### config.mk
export PLATFORM = sky130hd
export DESIGN_NAME = plist_cell
export DESIGN_NICKNAME = d
export VERILOG_FILES = /design/src/sv/plist_pkg.sv /design/src/sv/plist_cell.sv
export SDC_FILE = /design/constraint.sdc
export NUM_CORES = 1
export LEC_CHECK = 0
export ABC_AREA = 1
export BUFFER_PORTS_ARGS = -buffer_cell sky130_fd_sc_hd__buf_2
export CORE_MARGIN = 4
export CORE_UTILIZATION = 47
export CTS_BUF_LIST = sky130_fd_sc_hd__clkbuf_16
export CTS_CLUSTER_DIAMETER = 120
export CTS_CLUSTER_SIZE = 30
export DETAILED_ROUTE_END_ITERATION = 10
export PLACE_DENSITY_LB_ADDON = 0.15
export SLEW_MARGIN = 5
export SYNTH_ARGS = -nofsm -noshare
export SYNTH_HDL_FRONTEND = slang
export SYNTH_SLANG_ARGS = --single-unit
### constraint.sdc
create_clock -name i_clk -period 2.9 [get_ports i_clk]
set_clock_uncertainty 0.2 [all_clocks]
set_input_delay 0.435 -clock i_clk [delete_from_list [all_inputs] [get_ports i_clk]]
set_output_delay 0.435 -clock i_clk [all_outputs]
set_load 0.005 [all_outputs]
### src/sv/plist_pkg.sv
`default_nettype none
// ----------------------------------------------------------------------------
// plist_pkg
// Shared types and constants of the positional list: request and status
// codes, cell control and the sequencer states.
// ----------------------------------------------------------------------------
package plist_pkg;

    localparam int CAPACITY_DEF   = 64;
    localparam int WORD_WIDTH_DEF = 32;
    localparam int GROUP_SIZE     = 8;

    typedef enum logic [1:0] {
        OP_INSERT = 2'd0,
        OP_REMOVE = 2'd1,
        OP_GET    = 2'd2,
        OP_SET    = 2'd3
    } t_opcode;

    typedef enum logic [1:0] {
        ST_OK    = 2'd0,
        ST_RANGE = 2'd1,
        ST_FULL  = 2'd2,
        ST_EMPTY = 2'd3
    } t_status;

    typedef enum logic [1:0] {
        CELL_HOLD   = 2'd0,
        CELL_INSERT = 2'd1,
        CELL_REMOVE = 2'd2,
        CELL_WRITE  = 2'd3
    } t_cell_op;

    typedef struct packed {
        t_cell_op op;
        logic     rd;
    } t_cell_ctrl;

    typedef enum logic [2:0] {
        S_IDLE  = 3'd0,
        S_EXEC  = 3'd1,
        S_GROUP = 3'd2,
        S_MERGE = 3'd3,
        S_DONE  = 3'd4
    } t_state;

endpackage
`default_nettype wire

### src/sv/plist_cell.sv
`default_nettype none
// ----------------------------------------------------------------------------
// plist_cell
// One list entry. Shifts up from its left neighbor on insert, down from its
// right neighbor on remove, and offers its old word on a read tap.
// ----------------------------------------------------------------------------
module plist_cell #(
    parameter int INDEX  = 0,
    parameter int CNT_W  = 7,
    parameter int WORD_W = 32
) (
    input  wire                     i_clk,
    input  plist_pkg::t_cell_ctrl   i_ctrl,
    input  wire  [CNT_W-1:0]        i_pos,
    input  wire  [WORD_W-1:0]       i_word,
    input  wire  [WORD_W-1:0]       i_left,
    input  wire  [WORD_W-1:0]       i_right,
    output logic [WORD_W-1:0]       o_data,
    output logic [WORD_W-1:0]       o_tap
);
    import plist_pkg::*;

    localparam logic [CNT_W-1:0] IDX = CNT_W'(INDEX);

    logic [WORD_W-1:0] r_data;
    logic [WORD_W-1:0] n_data;
    logic [WORD_W-1:0] r_tap;
    logic [WORD_W-1:0] n_tap;

    always_comb begin
        n_data = r_data;
        case (i_ctrl.op)
            CELL_INSERT: begin
                if (IDX > i_pos) begin
                    n_data = i_left;
                end else if (IDX == i_pos) begin
                    n_data = i_word;
                end
            end
            CELL_REMOVE: begin
                if (IDX >= i_pos) begin
                    n_data = i_right;
                end
            end
            CELL_WRITE: begin
                if (IDX == i_pos) begin
                    n_data = i_word;
                end
            end
            default: begin
            end
        endcase
    end

    // offer the word held before this step; zero when not addressed
    assign n_tap = (i_ctrl.rd && (IDX == i_pos)) ? r_data : '0;

    always_ff @(posedge i_clk) begin
        r_data <= n_data;
        r_tap  <= n_tap;
    end

    assign o_data = r_data;
    assign o_tap  = r_tap;

endmodule
`default_nettype wire

# Word level (Yosys, flattened, before mapping)

Index checks and enable logic that the tools add are counted.

Register bits: 64
Input bits: 107
Output and inout port bits: 64
Word-level logic and storage cells: 16

Magnitude comparators: 2
Eq/ne operators: 4
Multiplexer cells: 4
Reduce and logical (&&, ||, !) cells: 4

Operators by type and width:

| operator                                                          | number |
|---|---|
| 2-to-1 mux 32 bit                                                 | 3 |
| case mux 32 bit (3 select lines)                                  | 1 |
| greater-or-equal comparator 1 x 7 -> 1 bit (first input constant) | 1 |
| greater-than comparator 1 x 7 -> 1 bit (first input constant)     | 1 |
| zero test 7 bit                                                   | 1 |
| equality test 2 bit (second input constant)                       | 2 |
| nonzero test 3 bit                                                | 1 |
| equality test 2 x 1 -> 1 bit (second input constant)              | 1 |
| != test 2 bit (second input constant)                             | 1 |
| AND reduction 2 bit                                               | 1 |
| logical AND 1 bit                                                 | 1 |

# Longest topological paths before layout

Depth in word-level cells: 4
Depth in mapped cells: 7

# Worst setup path before layout

No wires, ideal clock.

Kind: input to register
From: input port i_pos[1]
To: register r_data[0], in the netlist o_data[0], enable pin
Arrival time: 1.508 ns
Required time: 2.312 ns
Path slack: 0.804 ns
Cell stages on the path: 4
Path buffers: 0
Cells stage by stage: nor2_1 > nand2_2 > nor2_4 > a21o_1

Cells in the longest elaborated chain, start to end: 3

Ends and longest elaborated chain:

| item                                       | line             | RTL |
|---|---|---|
| start, declared                            | plist_cell.sv:14 | `input wire [CNT_W-1:0] i_pos,` |
| greater-or-equal comparator 1 x 7 -> 1 bit | plist_cell.sv:41 | `if (IDX >= i_pos) begin` |
| != test 2 bit (no source line)             | --               |  |
| AND reduction 2 bit (no source line)       | --               |  |
| end signal, assigned                       | plist_cell.sv:59 | `r_data <= n_data;` |
| end, declared                              | plist_cell.sv:25 | `logic [WORD_W-1:0] r_data;` |

No other way between the ends.
A chain may end at the register's enable or synchronous reset.

# Worst setup path after layout

From: input port i_pos[1]
To: register r_data[7], in the netlist o_data[7] (data pin)

Cells in the longest elaborated chain, start to end: 4
Elaborated cells on any way between the ends: 5
Classes of those cells: order compare: 1; mux: 3; reduce/logical: 1

Ends and longest elaborated chain:

| item                                                                           | line             | RTL |
|---|---|---|
| branches (longest 3 deep; another with greater-than comparator 1 x 7 -> 1 bit) | --               |  |
| case mux 32 bit (3 select lines) *                                             | plist_cell.sv:32 | `case (i_ctrl.op)` |
| named net n_data[7]                                                            | plist_cell.sv:26 | `logic [WORD_W-1:0] n_data;` |

Mark *: on every way through the listed nets, which the timed path passes.

==> impl_results.md <==
- Worst-Skew Late Latency: 320 ps
- First-pass GRT wire length: 11900 um
- Final slew viol count: 0
- Drt drc: 0
- Post-synthesis compound-gate area fraction: 5.66%
- Final setup vio count: 0
- Peak VDD IR: 469 uV
- Most used cell, CP: nand3_1
- Die area: 0.00764 mm^2
- RSZ-0062 raised after global routing: no
- Ys Warns: 0
- DIE HEIGHT: 87.4 um
- Crit-path cells: buf_2 > nor2_1 > nand2_2 > inv_2 > nand3_1 > nand3_1 > nand2_1
- Avg Inst Size Synth: 8.27 um^2
- XOR/XNOR share of the synthesized area: 0%
- Pin slew with the least headroom to its limit: 1110 ps
- Die Wd: 87.4 um
- Post-synthesis sequential area ratio: 54.1%
- Initial antenna violation count: 0
- WP data arrival: 1640 ps
- CTS tree: yes
- Cells resized by post-CTS repair: 0
- Mux cell area share after synthesis: 0%
- Largest family of logic cells by synthesized area: simple AND/OR/NAND/NOR gates
- Antenna Nets Post-Route: 0
- Iteration count of the initial detailed-routing pass: 4
- Area growth, synth to finish: 32.9%
- PwrDens: 575 mW/mm^2
- Clk sinks: 64
- Total track usage: 20.5%
- Vias in the first global route: 2596
- CP max-delay cell: inv_2
- CTS root buf: clkbuf_16
- Post-CTS Setup Bufs: 0
- Setup_tns: 0 ps
- Bufs on Longest Clock Path: 2
- Outcome: finished clean
- Initial Util: 49.1%
- Maximum number of pins on one net before global-route repair: 33
- Max-Slew Margin vs Limit: 25.9%
- IO Port Bufs: 138
- Ant diodes: 0
- Dpl hpwl: 5240 um
- CP peak stage delay: 450 ps
- Worst-path maximum fanout: 32
- Final min period: 1770 ps
- RD Place Congestion: 0.802
- Adder-Cell Fraction of Synth Area: 0%
- Synth unique cells: 19
- Max-cap viol count: 0
- Final core occ: 65.3%
- Nature of the critical path endpoint: flop
- Flops & latches, synth: 64
- Post-DR vias/cell: 4.82
- Vias: 2755
- Fin crit share: 61.1%
- CTS Buf Count: 9
- Wire per inst: 13.6 um
- Post-synthesis simple-gate area fraction: 26.4%
- Setup crit start kind: primary input
- Nets@finish: 599
- Final instance area: 0.00394 mm^2
- Worst min path class: primary input to flop
- Core area: 0.00603 mm^2
- Syn_nets: 465
- Worst-path clk slew: 50 ps
- Htree depth: 3
- Number of cell rows: 28
- F_max: 0.564 GHz
- Dpl cell area: 0.00366 mm^2
- Ports: 171
- Cell area after synthesis: 0.00296 mm^2
- Final Hold Fails: 0
- DR iter-0 viols: 124
- Synthesized instance count: 358
- WP data required: 2770 ps
- Total gr overflow: 0
- Share of cells above drive strength 1: 35.8%
- WS Path Type: primary input to flop
- Cts hold-fix bufs: 0
- Drt total wl: 7790 um
- Leakage Power: 2.11 nW
where the power goes:
group / leakage [nW] / internal [mW] / switching, mW
Sequential: 0.575 / 1.00 / 0.0178
Clock: 0.141 / 0.647 / 0.356
Combinational: 1.39 / 0.104 / 0.138
Total: 2.11 / 1.75 / 0.512
layout make-up:
type / count / area, um^2
Fill cell: 557 / 2090
Sequential cell: 64 / 1600
Multi-Input combinational cell: 203 / 951
Timing Repair Buffer: 144 / 748
Inverter: 70 / 263
Clock buffer: 9 / 225
Tap cell: 75 / 93.8
Clock inverter: 7 / 53.8
per-stage QoR:
| stage | hold slack [ps] | std cells | total power, mW | worst slack, ps |
|---|---|---|---|---|
| floorplan | 304 | 358 | 1.16 | 804 |
| global placement | 280 | 556 | 1.27 | 806 |
| detailed placement | 295 | 556 | 1.28 | 786 |
| CTS | 175 | 572 | 2.29 | 1110 |
| global route | 180 | 572 | 2.36 | 972 |
| finish | 187 | 572 | 2.26 | 1130 |
metal layers:
| layer | part of all wire (%) | global-route usage [%] | vias to the layer above |
|---|---|---|---|
| met2 | 51 | 35.7 | 118 |
| li1 | - | - | 1393 |
| met1 | 38 | 23.5 | 1231 |
| met4 | 1.8 | 9.90 | 0 |
| met3 | 9.2 | 5.01 | 13 |
| met5 | 0 | 0 | - |
critical path: cells and delay by family:
family	cells	cell delay (ps)
simple gates	5	630
buf+inv	2	540
final timing paths:
kind,from,to,slack (ps),depth (start not counted)
max,i_pos[1],o_data[7]$_DFFE_PP_,1130,7
min,i_right[29],o_data[29]$_DFFE_PP_,190,3
max reg2reg,o_data[15]$_DFFE_PP_,o_data[15]$_DFFE_PP_,1720,4
min reg2reg,o_data[13]$_DFFE_PP_,o_tap[13]$_SDFF_PN0_,310,2
cell families after synthesis:
family,after synthesis
buffers and inverters,91
DFF,64
and+or+nand+nor,170
AOI/OAI and AO/OA,33
placed cells by master, fill, tap and decap left out:
cell,netlist,final
buf_2,6,138
inv_1,69,70
nand2_1,65,65
nand3_1,64,64
edfxtp_1,32,32
dfxtp_1,32,32
o21ai_1,30,30
nor2_1,19,19
nor2_2,18,18
clkbuf_16,0,9
buf_4,3,5
clkinv_1,0,4
nand2_2,2,2
o21ai_0,2,2
inv_2,1,1
nor2_4,1,1
a21o_1,1,1
nand2_4,1,1
clkinv_2,0,1
bufinv_16,0,1
buf_12,0,1
flip-flops by register name, indices dropped and copies added, names as in the netlist:
register	flops
o_data	32
o_tap	32
synth_stat cells:
| cell | instances | area [um^2] |
|---|---|---|
| a21o_1 | 1 | 7.51 |
| buf_2 | 6 | 30.0 |
| buf_4 | 3 | 22.5 |
| buf_6 | 6 | 67.6 |
| clkbuf_1 | 3 | 11.3 |
| clkbuf_2 | 3 | 15.0 |
| dfxtp_1 | 32 | 641 |
| edfxtp_1 | 32 | 961 |
| inv_1 | 69 | 259 |
| inv_2 | 1 | 3.75 |
| nand2_1 | 65 | 244 |
| nand2_2 | 2 | 12.5 |
| nand2_4 | 1 | 11.3 |
| nand3_1 | 64 | 320 |
| nor2_1 | 19 | 71.3 |
| nor2_2 | 18 | 113 |
| nor2_4 | 1 | 11.3 |
| o21ai_0 | 2 | 10.0 |
| o21ai_1 | 30 | 150 |
No activity file was read; power rests on OpenSTA's default activity.
